==> config.mk <==
export PLATFORM = sky130hd
export DESIGN_NAME = epoch_seconds_to_datetime_flat
export DESIGN_NICKNAME = d
export VERILOG_FILES = /design/src/sv/dtc_pkg.sv /design/src/sv/dtc_chan_if.sv /design/src/sv/dtc_front.sv /design/src/sv/dtc_queue.sv /design/src/sv/dtc_back.sv /design/src/sv/epoch_seconds_to_datetime.sv /design/src/flat_wrapper.sv
export SDC_FILE = /design/constraint.sdc
export NUM_CORES = 2
export LEC_CHECK = 0
export BUFFER_PORTS_ARGS = -buffer_cell sky130_fd_sc_hd__buf_2
export CAP_MARGIN = 5
export CORE_AREA = 2 2 306 308
export DETAILED_ROUTE_END_ITERATION = 8
export DIE_AREA = 0 0 308 310
export PLACE_DENSITY = 0.53
export SYNTH_ARGS = -nofsm -noshare
export SYNTH_HDL_FRONTEND = slang
export SYNTH_HIERARCHICAL = 1
export SYNTH_SLANG_ARGS = --single-unit
==> constraint.sdc <==
create_clock -name clock -period 19.66 [get_ports clock]
set_input_delay 1.966 -clock clock [delete_from_list [all_inputs] [get_ports clock]]
set_output_delay 1.966 -clock clock [all_outputs]
set_load 0.02 [all_outputs]
==> src/sv/dtc_pkg.sv <==
package dtc_pkg;

   localparam int DAYS_W = 16;

   localparam logic [31:0] SECS_PER_DAY  = 32'd86400;
   localparam logic [31:0] SECS_PER_HOUR = 32'd3600;
   localparam logic [31:0] SECS_PER_MIN  = 32'd60;

   // reciprocals for the constant divides:
   // (secs >> 7) / 675 = ((secs >> 7) * DAY_RECIP) >> 35
   // tod / 3600 = (tod * HOUR_RECIP) >> 29, rem / 60 = (rem * MIN_RECIP) >> 18
   localparam logic [25:0] DAY_RECIP  = 26'd50903317;
   localparam logic [17:0] HOUR_RECIP = 18'd149131;
   localparam logic [12:0] MIN_RECIP  = 13'd4370;

   localparam logic [11:0] BASE_YEAR        = 12'd1970;
   localparam logic [8:0]  BASE_YEAR_MOD400 = 9'd370;
   localparam logic [8:0]  MOD400_LAST      = 9'd399;
   localparam logic [8:0]  CENTURY_1        = 9'd100;
   localparam logic [8:0]  CENTURY_2        = 9'd200;
   localparam logic [8:0]  CENTURY_3        = 9'd300;
   localparam logic [8:0]  DAYS_PER_YEAR    = 9'd365;
   localparam logic [8:0]  DAYS_PER_LEAP    = 9'd366;

   localparam logic [3:0] MONTH_JAN  = 4'd0;
   localparam logic [3:0] MONTH_FEB  = 4'd1;
   localparam logic [3:0] MONTH_APR  = 4'd3;
   localparam logic [3:0] MONTH_JUN  = 4'd5;
   localparam logic [3:0] MONTH_SEP  = 4'd8;
   localparam logic [3:0] MONTH_NOV  = 4'd10;
   localparam logic [3:0] MONTH_LAST = 4'd11;

   typedef struct packed {
      logic [31:0] epoch_seconds;
   } req_payload_type;

   typedef struct packed {
      logic [11:0] year;
      logic [3:0]  month;
      logic [4:0]  mday;
      logic [4:0]  hour;
      logic [5:0]  minute;
      logic [5:0]  second_of_minute;
   } rsp_payload_type;

   // split time, handed from the divider to the calendar walk
   typedef struct packed {
      logic [DAYS_W-1:0] days;
      logic [4:0]        hour;
      logic [5:0]        minute;
      logic [5:0]        second;
   } work_type;

   function automatic logic [4:0] month_days(input logic [3:0] mo, input logic leap);
      logic [4:0] len;
      case (mo)
         MONTH_FEB: len = leap ? 5'd29 : 5'd28;
         MONTH_APR, MONTH_JUN, MONTH_SEP, MONTH_NOV: len = 5'd30;
         default: len = 5'd31;
      endcase
      return len;
   endfunction

endpackage

==> src/sv/dtc_chan_if.sv <==
interface dtc_chan_if #(parameter type payload_type = logic) ();
   logic        valid;
   logic        ready;
   payload_type payload;

   modport source (output valid, output payload, input ready);
   modport sink   (input valid, input payload, output ready);
endinterface

==> src/sv/dtc_front.sv <==
module dtc_front (
   input  logic              clock,
   input  logic              reset,
   dtc_chan_if.sink          req_chan,
   output logic              push_valid,
   input  logic              push_ready,
   output dtc_pkg::work_type push_entry
);
   import dtc_pkg::*;

   typedef enum logic [4:0] {
      F_IDLE = 5'b00001,
      F_DAY  = 5'b00010,
      F_HOUR = 5'b00100,
      F_MIN  = 5'b01000,
      F_PUSH = 5'b10000
   } front_state_type;

   front_state_type   state_ff, state_in;
   logic [31:0]       rem_ff, rem_in;
   logic [DAYS_W-1:0] quo_ff, quo_in;
   logic              step_ff, step_in;
   logic [DAYS_W-1:0] days_ff, days_in;
   logic [4:0]        hour_ff, hour_in;
   logic [5:0]        minute_ff, minute_in;

   logic [50:0]       day_prod;
   logic [33:0]       hour_prod;
   logic [23:0]       min_prod;
   logic [DAYS_W-1:0] quo_est;
   logic [31:0]       quo_back;

   // quotient by reciprocal multiply; 86400 = 128 * 675, so days come from secs >> 7
   assign day_prod  = 51'(rem_ff[31:7]) * 51'(DAY_RECIP);
   assign hour_prod = 34'(rem_ff[16:0]) * 34'(HOUR_RECIP);
   assign min_prod  = 24'(rem_ff[11:0]) * 24'(MIN_RECIP);

   // each phase takes the quotient first, then the remainder
   always_comb begin
      case (state_ff)
         F_DAY: begin
            quo_est  = day_prod[50:35];
            quo_back = 32'(quo_ff) * SECS_PER_DAY;
         end
         F_HOUR: begin
            quo_est  = DAYS_W'(hour_prod[33:29]);
            quo_back = 32'(quo_ff) * SECS_PER_HOUR;
         end
         default: begin
            quo_est  = DAYS_W'(min_prod[23:18]);
            quo_back = 32'(quo_ff) * SECS_PER_MIN;
         end
      endcase
   end

   always_comb begin
      state_in  = state_ff;
      rem_in    = rem_ff;
      quo_in    = quo_ff;
      step_in   = step_ff;
      days_in   = days_ff;
      hour_in   = hour_ff;
      minute_in = minute_ff;
      case (state_ff)
         F_IDLE: begin
            if (req_chan.valid) begin
               rem_in   = req_chan.payload.epoch_seconds;
               step_in  = 1'b0;
               state_in = F_DAY;
            end
         end
         F_DAY, F_HOUR, F_MIN: begin
            if (!step_ff) begin
               quo_in  = quo_est;
               step_in = 1'b1;
            end else begin
               rem_in  = rem_ff - quo_back;
               step_in = 1'b0;
               case (state_ff)
                  F_DAY: begin
                     days_in  = quo_ff;
                     state_in = F_HOUR;
                  end
                  F_HOUR: begin
                     hour_in  = quo_ff[4:0];
                     state_in = F_MIN;
                  end
                  default: begin
                     minute_in = quo_ff[5:0];
                     state_in  = F_PUSH;
                  end
               endcase
            end
         end
         F_PUSH: begin
            if (push_ready) begin
               state_in = F_IDLE;
            end
         end
         default: state_in = F_IDLE;
      endcase
   end

   always_ff @(posedge clock) begin
      if (reset) begin
         state_ff <= F_IDLE;
      end else begin
         state_ff <= state_in;
      end
   end

   always_ff @(posedge clock) begin
      rem_ff    <= rem_in;
      quo_ff    <= quo_in;
      step_ff   <= step_in;
      days_ff   <= days_in;
      hour_ff   <= hour_in;
      minute_ff <= minute_in;
   end

   assign req_chan.ready    = (state_ff == F_IDLE);
   assign push_valid        = (state_ff == F_PUSH);
   assign push_entry.days   = days_ff;
   assign push_entry.hour   = hour_ff;
   assign push_entry.minute = minute_ff;
   assign push_entry.second = rem_ff[5:0];

endmodule

==> src/sv/dtc_queue.sv <==
module dtc_queue #(
   parameter int DEPTH = 2
) (
   input  logic              clock,
   input  logic              reset,
   input  logic              push_valid,
   output logic              push_ready,
   input  dtc_pkg::work_type push_entry,
   output logic              pop_valid,
   input  logic              pop_ready,
   output dtc_pkg::work_type pop_entry
);
   import dtc_pkg::*;

   localparam int AW = (DEPTH > 1) ? $clog2(DEPTH) : 1;
   localparam int CW = $clog2(DEPTH + 1);

   work_type        entries_ff [DEPTH];
   logic [AW-1:0]   wr_ptr_ff, wr_ptr_in;
   logic [AW-1:0]   rd_ptr_ff, rd_ptr_in;
   logic [CW-1:0]   count_ff, count_in;
   logic            do_push, do_pop;

   assign push_ready = (count_ff != CW'(DEPTH));
   assign pop_valid  = (count_ff != '0);
   assign do_push    = push_valid && push_ready;
   assign do_pop     = pop_valid && pop_ready;
   assign pop_entry  = entries_ff[rd_ptr_ff];

   always_comb begin
      wr_ptr_in = wr_ptr_ff;
      rd_ptr_in = rd_ptr_ff;
      count_in  = count_ff;
      if (do_push) begin
         wr_ptr_in = (wr_ptr_ff == AW'(DEPTH - 1)) ? '0 : wr_ptr_ff + AW'(1);
      end
      if (do_pop) begin
         rd_ptr_in = (rd_ptr_ff == AW'(DEPTH - 1)) ? '0 : rd_ptr_ff + AW'(1);
      end
      if (do_push && !do_pop) begin
         count_in = count_ff + CW'(1);
      end else if (do_pop && !do_push) begin
         count_in = count_ff - CW'(1);
      end
   end

   always_ff @(posedge clock) begin
      if (reset) begin
         wr_ptr_ff <= '0;
         rd_ptr_ff <= '0;
         count_ff  <= '0;
      end else begin
         wr_ptr_ff <= wr_ptr_in;
         rd_ptr_ff <= rd_ptr_in;
         count_ff  <= count_in;
      end
   end

   always_ff @(posedge clock) begin
      if (do_push) begin
         entries_ff[wr_ptr_ff] <= push_entry;
      end
   end

endmodule

==> src/sv/dtc_back.sv <==
module dtc_back (
   input  logic              clock,
   input  logic              reset,
   input  logic              pop_valid,
   output logic              pop_ready,
   input  dtc_pkg::work_type pop_entry,
   dtc_chan_if.source        rsp_chan
);
   import dtc_pkg::*;

   typedef enum logic [3:0] {
      B_IDLE  = 4'b0001,
      B_YEAR  = 4'b0010,
      B_MONTH = 4'b0100,
      B_DONE  = 4'b1000
   } back_state_type;

   back_state_type    state_ff, state_in;
   logic [DAYS_W-1:0] days_ff, days_in;
   logic [11:0]       year_ff, year_in;
   logic [8:0]        ymod_ff, ymod_in;
   logic [3:0]        mo_ff, mo_in;
   logic              leap_ff, leap_in;
   logic [4:0]        hour_ff, hour_in;
   logic [5:0]        minute_ff, minute_in;
   logic [5:0]        second_ff, second_in;
   logic              out_valid_ff, out_valid_in;
   rsp_payload_type   out_ff, out_in;

   logic              leap_now;
   logic [8:0]        ylen;
   logic [4:0]        mlen;
   logic              out_free;

   // Gregorian rule on the year counted modulo 400
   assign leap_now = (ymod_ff[1:0] == 2'd0) && (ymod_ff != CENTURY_1)
                     && (ymod_ff != CENTURY_2) && (ymod_ff != CENTURY_3);
   assign ylen     = leap_now ? DAYS_PER_LEAP : DAYS_PER_YEAR;
   assign mlen     = month_days(mo_ff, leap_ff);
   assign out_free = !out_valid_ff || rsp_chan.ready;

   always_comb begin
      state_in     = state_ff;
      days_in      = days_ff;
      year_in      = year_ff;
      ymod_in      = ymod_ff;
      mo_in        = mo_ff;
      leap_in      = leap_ff;
      hour_in      = hour_ff;
      minute_in    = minute_ff;
      second_in    = second_ff;
      out_in       = out_ff;
      out_valid_in = out_valid_ff && !rsp_chan.ready;
      pop_ready    = 1'b0;
      case (state_ff)
         B_IDLE: begin
            pop_ready = 1'b1;
            if (pop_valid) begin
               days_in   = pop_entry.days;
               hour_in   = pop_entry.hour;
               minute_in = pop_entry.minute;
               second_in = pop_entry.second;
               year_in   = BASE_YEAR;
               ymod_in   = BASE_YEAR_MOD400;
               state_in  = B_YEAR;
            end
         end
         B_YEAR: begin
            if (days_ff < DAYS_W'(ylen)) begin
               leap_in  = leap_now;
               mo_in    = MONTH_JAN;
               state_in = B_MONTH;
            end else begin
               days_in = days_ff - DAYS_W'(ylen);
               year_in = year_ff + 12'd1;
               ymod_in = (ymod_ff == MOD400_LAST) ? 9'd0 : ymod_ff + 9'd1;
            end
         end
         B_MONTH: begin
            if ((mo_ff == MONTH_LAST) || (days_ff < DAYS_W'(mlen))) begin
               state_in = B_DONE;
            end else begin
               days_in = days_ff - DAYS_W'(mlen);
               mo_in   = mo_ff + 4'd1;
            end
         end
         B_DONE: begin
            if (out_free) begin
               out_in.year             = year_ff;
               out_in.month            = mo_ff + 4'd1;
               out_in.mday             = days_ff[4:0] + 5'd1;
               out_in.hour             = hour_ff;
               out_in.minute           = minute_ff;
               out_in.second_of_minute = second_ff;
               out_valid_in            = 1'b1;
               state_in                = B_IDLE;
            end
         end
         default: state_in = B_IDLE;
      endcase
   end

   always_ff @(posedge clock) begin
      if (reset) begin
         state_ff     <= B_IDLE;
         out_valid_ff <= 1'b0;
      end else begin
         state_ff     <= state_in;
         out_valid_ff <= out_valid_in;
      end
   end

   always_ff @(posedge clock) begin
      days_ff   <= days_in;
      year_ff   <= year_in;
      ymod_ff   <= ymod_in;
      mo_ff     <= mo_in;
      leap_ff   <= leap_in;
      hour_ff   <= hour_in;
      minute_ff <= minute_in;
      second_ff <= second_in;
      out_ff    <= out_in;
   end

   assign rsp_chan.valid   = out_valid_ff;
   assign rsp_chan.payload = out_ff;

endmodule

==> src/sv/epoch_seconds_to_datetime.sv <==
// Seconds since 1970-01-01 00:00:00 in, calendar date and time of day out.
// req_chan carries one 32-bit epoch_seconds per beat; rsp_chan returns one
// beat per request with year, month, mday, hour, minute and
// second_of_minute. Both are valid/ready; a beat moves when both are high.
// The front splits the seconds into days, hours, minutes and seconds by
// reciprocal multiplication, each quotient and then its remainder, and
// takes a new request only after it hands over the last one (accept,
// divide by day, hour and minute, hand-over). A queue of QUEUE_DEPTH
// entries then feeds the calendar walk, one year per cycle and then one
// month per cycle; the front works ahead on the next request while the
// walk runs.
// A stalled rsp_chan holds its beat in the output register; the walk
// waits, the queue fills, the front holds its finished request and
// req_chan.ready stays low.
// Synchronous reset empties the queue and returns both parts to idle.
module epoch_seconds_to_datetime #(
   parameter int QUEUE_DEPTH = 2
) (
   input  logic        clock,
   input  logic        reset,
   dtc_chan_if.sink    req_chan,
   dtc_chan_if.source  rsp_chan
);
   import dtc_pkg::*;

   logic     push_valid, push_ready;
   logic     pop_valid, pop_ready;
   work_type push_entry, pop_entry;

   dtc_front u_front (
      .clock      (clock),
      .reset      (reset),
      .req_chan   (req_chan),
      .push_valid (push_valid),
      .push_ready (push_ready),
      .push_entry (push_entry)
   );

   dtc_queue #(.DEPTH(QUEUE_DEPTH)) u_queue (
      .clock      (clock),
      .reset      (reset),
      .push_valid (push_valid),
      .push_ready (push_ready),
      .push_entry (push_entry),
      .pop_valid  (pop_valid),
      .pop_ready  (pop_ready),
      .pop_entry  (pop_entry)
   );

   dtc_back u_back (
      .clock     (clock),
      .reset     (reset),
      .pop_valid (pop_valid),
      .pop_ready (pop_ready),
      .pop_entry (pop_entry),
      .rsp_chan  (rsp_chan)
   );

endmodule

==> src/flat_wrapper.sv <==
// flat-port wrapper written by rule: the top's interface ports become plain ports
module epoch_seconds_to_datetime_flat import dtc_pkg::*;
#(
   parameter int QUEUE_DEPTH = 2
)
  (clock, reset, req_chan_valid, req_chan_payload, req_chan_ready, rsp_chan_valid, rsp_chan_payload, rsp_chan_ready);
  dtc_chan_if #(.payload_type(req_payload_type)) req_chan_i ();
  dtc_chan_if #(.payload_type(rsp_payload_type)) rsp_chan_i ();
  input  logic clock;
  input  logic reset;
  input wire logic [$bits(req_chan_i.valid)-1:0] req_chan_valid;
  input wire logic [$bits(req_chan_i.payload)-1:0] req_chan_payload;
  output wire logic [$bits(req_chan_i.ready)-1:0] req_chan_ready;
  output wire logic [$bits(rsp_chan_i.valid)-1:0] rsp_chan_valid;
  output wire logic [$bits(rsp_chan_i.payload)-1:0] rsp_chan_payload;
  input wire logic [$bits(rsp_chan_i.ready)-1:0] rsp_chan_ready;
  assign req_chan_i.valid = req_chan_valid;
  assign req_chan_i.payload = req_chan_payload;
  assign req_chan_ready = req_chan_i.ready;
  assign rsp_chan_valid = rsp_chan_i.valid;
  assign rsp_chan_payload = rsp_chan_i.payload;
  assign rsp_chan_i.ready = rsp_chan_ready;
  epoch_seconds_to_datetime #(.QUEUE_DEPTH(QUEUE_DEPTH)) u_core (.clock(clock), .reset(reset), .req_chan(req_chan_i), .rsp_chan(rsp_chan_i));
endmodule
## Yosys cells after proc, flatten, opt, wreduce, memory -nomap -nowiden

Memories as Yosys holds them, arrays and structs flattened. A register that Yosys moved wholly into a read port is not among the register bits.
Cells that the tools add are included.

| word-level totals | value |
|---|---|
| register bits after elaboration | 187 |
| latch bits | 0 |
| memory bits (writable) | 66 |
| ROM bits | 0 |
| bits of input ports | 36 |
| output and inout port bits | 40 |
| word-level logic and storage cells | 161 |
| memories | 1 |

Memories:

| memory | depth | bits a word | read ports | clocked after Yosys merged registers in | wr ports | RTL line | source |
|---|---|---|---|---|---|---|---|
| u_core.u_queue.entries_ff | 2 | 33 | 1 | 1 | 1 | dtc_queue.sv:18 | `work_type entries_ff [DEPTH];` |

| cells by class | value |
|---|---|
| add/sub/neg operators | 11 |
| $mul | 6 |
| div/mod/pow operators | 0 |
| magnitude comparators | 2 |
| equality and inequality tests | 29 |
| shifts and indexed selects | 0 |
| mux-type cells | 46 |
| bitwise gates (word level) | 2 |
| reduce and logical (&&, ||, !) cells | 38 |

Operator list:

| operator | count |
|---|---|
| $pmux W32 S2 | 2 |
| $mux W32 | 2 |
| $mul A25 B26 Y51 const B | 1 |
| $mux W16 | 3 |
| $pmux W16 S3 | 1 |
| $mul A17 B18 Y34 const B | 1 |
| $pmux W16 S2 | 1 |
| $sub A32 B32 Y32 | 1 |
| $mux W9 | 3 |
| $mul A16 B10 Y25 const B | 1 |
| $mul A16 B8 Y24 const B | 1 |
| $mux W12 | 2 |
| $mux W4 | 6 |
| $pmux W12 S2 | 1 |
| $mul A12 B12 Y23 const B | 1 |
| $reduce_and A3 Y1 | 7 |
| $mul A16 B4 Y20 const B | 1 |
| $pmux W9 S2 | 1 |
| $eq A4 B4 Y1 const B | 4 |
| $lt A16 B5 Y1 | 1 |
| $lt A16 B9 Y1 | 1 |
| $ne A2 B2 Y1 const B | 8 |
| $pmux W4 S4 | 1 |
| $sub A16 B5 Y16 | 1 |
| other kinds (41) | 82 |

## Logic depth before layout (Yosys ltp)

| logic depth | value |
|---|---|
| depth after elaboration | 8 |
| mapped depth | 30 |
| depth with buffers taken out | 30 |

## Cells and area by module

The synthesis kept the hierarchy.

Modules (own cells, without submodules):

| module | instances | cells an instance | area each (µm²) | seq. area each (µm²) |
|---|---|---|---|---|
| dtc_front | 1 | 2,509 | 24,618.6 | 2,382.3 |
| dtc_back | 1 | 398 | 4,879.7 | 3,012.9 |
| dtc_queue | 1 | 127 | 2,596.2 | 2,082.0 |

## Least setup slack after synthesis

Ideal clock, no wire load.

| timing path | value |
|---|---|
| kind | register to register |
| from | reg u_core.u_front.rem_ff[24] |
| to | reg u_core.u_front.quo_ff[14], data pin |
| library setup time | 0.254 ns |
| arrival | 6.316 ns |
| data required time | 19.406 ns |
| slack | 13.090 ns |
| stages on the path, launching flop included | 26 |
| buffers on the path | 0 |
| period minus slack after synthesis | 6.570 ns |
| cell sequence | edfxtp_1 -> fa_1 -> ha_1 -> inv_1 -> fa_1 -> inv_1 -> fa_1 -> inv_1 -> fa_1 -> inv_1 -> fa_1 -> inv_1 -> fa_1 -> inv_1 -> ha_1 -> a21o_1 -> a21oi_1 -> o221ai_1 -> nor4b_1 -> o21ai_0 -> o21bai_1 -> a221oi_2 -> o221ai_1 -> a311oi_1 -> xor2_1 -> nor2_1 |

| on the way | value |
|---|---|
| word-level cells in the longest chain between the ends | 2 |

RTL lines:

| what | RTL line | source |
|---|---|---|
| from (decl) | dtc_front.sv:20 | `logic [31:0] rem_ff, rem_in;` |
| from (signal assigned) | dtc_front.sv:113 | `rem_ff <= rem_in;` |
| $mul A25 B26 Y51 | dtc_front.sv:34 | `assign day_prod = 51'(rem_ff[31:7]) * 51'(DAY_RECIP);` |
| $pmux W16 S2 | dtc_front.sv:40 | `case (state_ff)` |
| via u_core.u_front.quo_est[14] | dtc_front.sv:30 | `logic [DAYS_W-1:0] quo_est;` |
| to (signal assigned) | dtc_front.sv:114 | `quo_ff <= quo_in;` |
| to (decl) | dtc_front.sv:21 | `logic [DAYS_W-1:0] quo_ff, quo_in;` |

The timed path passes the listed nets, and every way through them passes these cells.
A chain may end at the register's enable or synchronous reset.

## Final worst setup path

| timing path | value |
|---|---|
| from | reg u_core.u_front.rem_ff[12] |
| to | reg u_core.u_front.quo_ff[15], data pin |

The elaborated chain is that of the path after synthesis.

==> results by group <==
Detailed routing
  – WL final: 75.7 mm
  – Via Count: 21100
  – Routed via count divided by cell count: 4.87
  – Drt pass-1 iters: 6
  – Detailed-route DRC error count: 0
  – Initial DRC Count: 1256
  – Detail Route Antenna Nets: 0
  – DR WL/cell: 17.5 microns

Floorplan
  – Core Area: 92500 sq um
  – Starting Density: 34.7%
  – Die Area: 95500 sq um
  – I/O Pins: 76
  – # rows: 112
  – Die Ht: 310 microns
  – Die Span X: 308 microns

Clock network
  – Sink Count: 254
  – Clock latency at the later pin of the worst-skew pair: 580 ps
  – CTS root buf: clkbuf_16
  – Clock H-tree levels: 1
  – # Post-CTS Setup Buffers: 0
  – CTS resizes: 0
  – Clock slew at reported path FFs: 60 ps
  – Total CTS buffers: 29
  – CTS tree: yes
  – Longest Clk Path Bufs: 3
  – Hold buffer count at cts: 0

Critical path
  – Worst Path Required: 20100 ps
  – Critical R2R Capture: u_core/u_front/quo_ff[15]$_DFFE_PP_
  – Data arrival, critical path: 8070 ps
  – Startpoint Class: flip-flop
  – Setup crit end kind: flip-flop
  – Reg2reg path depth: 23
  – Flop2flop setup slack: 12030 ps
  – Crit path max fanout: 16
  – Crit path kind: reg2reg
  – FF-to-FF Start: u_core/u_front/rem_ff[12]$_DFFE_PP_

Timing
  – Fmax: 0.131 GHz
  – Final worst-path cycle share: 38.8%
  – Setup Skew: 14.9 ps
  – Final min period: 7630 ps
  – Slew @ Worst Pin: 1020 ps
  – Worst rel slew slack: 31.8%
  – RSZ-0062 raised after global routing: false
  – Fin. Hold Viols: 0
  – Hold slack: 417 ps
  – Final setup violation count: 0
  – Accumulated negative setup slack: 0 ps
  – Max Slew Vio Count: 0

Synthesis
  – Synth async-reset ratio: 0%
  – Post-synthesis register bit count: 254
  – Number of enable flip-flop cells after synthesis: 239
  – Syn avg cell area: 10.6 sq um
  – Syn Nets: 4085
  – Post-Synthesis Cell Area: 32100 sq um
  – Synth Instances: 3034
  – Unique masters post-synth: 90
  – Sequential share of the synthesized area: 23.3%
  – YS warnings: 6
  – Synth Flop Type: edfxtp_1

GRT
  – M1 GR Usage: 24.4%
  – Initial antenna violation count: 0
  – Met2 GRT Util: 26.3%
  – Gr usage total: 16.2%
  – Met3 usage: 1.22%
  – Grt peak-use layer: met2
  – Pin count of the biggest net entering global routing: 65
  – Vias in the first global route: 21700
  – Global-route wire length before repair: 122 mm
  – Overflow after GRT: 0

Layout
  – Multi-input logic area: 22000 sq um
  – FF+latch area: 7480 sq um
  – Commonest non-fill, non-tap cells in the layout: ha_1 (688), inv_1 (641), fa_1 (327)
  – Net count, final: 4161
  – Post-route cell area: 34800 sq um
  – Layout cells sized above 1: 6.67%
  – Most common cell after layout, fill and taps aside: ha_1
  – Layout area overhead: 8.48%
  – Diode count: 0
  – FILL cells: 9211

Place
  – IO buf count: 75
  – Post-DP HPWL: 62.6 mm
  – Gpl congestion: 0.893
  – Placed Area: 33900 sq um

Job
  – Max_cap viols: 0

Worst hold path
  – Min-delay src: u_core/u_back/minute_ff[2]$_DFFE_PP_
  – Worst Hold Class: reg2reg
  – Worst Hold Path EP: u_core/u_back/rsp_chan.payload[8]$_DFFE_PP_
  – Hold Crit Depth: 0

Power and ir drop
  – Worst IR drop on VDD: 0.147 mV
  – Static Leak: 17.1 nW
  – PwrDens: 166 nW/um^2

Outcome
  – Status: finished clean
registers in the layout (all words and copies together) (netlist names), 9 cells and up, named ones only:
signal	count
u_core/u_front/rem_ff	32
u_core/u_back/year_ff	12
u_core/u_front/days_ff	16
u_core/u_back/ymod_ff	9
u_core/u_back/days_ff	16
u_core/u_front/quo_ff	16
u_core/u_back/rsp_chan.payload	38
u_core/u_queue/entries_ff	66
routing by layer:
| metal | vias to the layer above | routed length (microns) |
|---|---|---|
| met5 | - | 0 |
| met4 | 0 | 550 |
| met2 | 334 | 33300 |
| met1 | 10300 | 39300 |
| li1 | 10400 | - |
| met3 | 41 | 2570 |
cells in the mapped netlist, types with 10 or more instances:
cell type | instances | area [sq um]
ha_1 | 688 | 8610
xor2_1 | 59 | 517
nor2b_1 | 21 | 131
fa_1 | 327 | 6550
a31oi_1 | 13 | 81.3
nor2_1 | 95 | 357
o31ai_1 | 11 | 82.6
nand3_1 | 51 | 255
mux2_2 | 36 | 405
and3_1 | 21 | 131
o21a_1 | 10 | 75.1
xnor2_1 | 69 | 604
o221ai_1 | 11 | 96.3
nor3_1 | 25 | 125
nand2b_1 | 28 | 175
or3_1 | 11 | 68.8
and2_1 | 14 | 87.6
o21bai_1 | 17 | 128
o21ai_1 | 17 | 85.1
o21ai_0 | 88 | 440
a21o_1 | 54 | 405
clkbuf_1 | 33 | 124
o211ai_1 | 10 | 75.1
nand2_1 | 126 | 473
a21oi_1 | 126 | 631
dfxtp_1 | 15 | 300
inv_1 | 641 | 2410
a211oi_1 | 11 | 82.6
edfxtp_1 | 239 | 7180
through the flow:
step / util (%) / setup WS, ps / cells / power, mW
floorplan: - / 13090 / 3034 / 4.09
global placement: 36.7 / 12090 / 4276 / 5.23
detailed placement: 36.7 / 12020 / 4276 / 5.26
CTS: 37.6 / 12000 / 4330 / 5.82
global route: 37.6 / 11540 / 4330 / 6.50
finish: 37.6 / 12030 / 4330 / 5.77
logic make-up (layout without fill, tap and decap cells):
group	after synthesis	after routing	share of synthesized area [%]
muxes	40	40	1.39
xor gates and xnor gates	128	128	3.49
DFF	254	254	23.3
and+or+nand+nor	449	449	6.99
adders and majority gates	1015	1015	47.2
AOI/OAI and AO/OA	457	457	9.32
buffers and inverters	691	790	8.29
worst max-delay path by stage:
stage          depth (start not counted)  slack, ps                           startpoint                                   to
2_1_floorplan                         25      13090  u_core/u_front/rem_ff[24]$_DFFE_PP_  u_core/u_front/quo_ff[14]$_DFFE_PP_
3_3_place_gp                          28      12090   u_core/u_front/quo_ff[4]$_DFFE_PP_  u_core/u_front/rem_ff[31]$_DFFE_PP_
3_5_place_dp                          23      12020  u_core/u_front/rem_ff[12]$_DFFE_PP_  u_core/u_front/quo_ff[15]$_DFFE_PP_
4_1_cts                               23      12000  u_core/u_front/rem_ff[12]$_DFFE_PP_  u_core/u_front/quo_ff[15]$_DFFE_PP_
5_1_grt                               25      11540   u_core/u_front/quo_ff[2]$_DFFE_PP_  u_core/u_front/rem_ff[26]$_DFFE_PP_
6_report                              23      12030  u_core/u_front/rem_ff[12]$_DFFE_PP_  u_core/u_front/quo_ff[15]$_DFFE_PP_
where the power goes:
group	leakage [nW]	total (mW)	switching, mW	internal, mW
clock	0.433	0.516	0.230	0.286
combinational	14.4	4.51	2.59	1.91
sequential	2.28	0.742	0.0765	0.666
critical path, stage by stage (launching register included):
cell and delay (ps):
edfxtp_1 940, inv_1 300, ha_1 410, inv_1 190, fa_1 460, ha_1 310
inv_1 60, fa_1 520, fa_1 440, fa_1 560, inv_1 60, fa_1 470
ha_1 330, nand3_1 100, or2_2 300, nor4_1 360, nor4b_1 130, o21ai_0 90
o21bai_1 220, a221oi_2 130, o221ai_1 430, a31oi_1 200, or3_1 400, nand3_1 80
area by class of cell:
cell class              count  share of cell area [%]
clock buffers              32                    2.12
clock inverters            22                   0.474
inverters                 641                    6.91
multi-input cells        2089                    63.2
flip-flops and latches    254                    21.5
well taps                1197                    4.30
repair buffers             95                    1.51
Power figures use the tool's default switching activity.
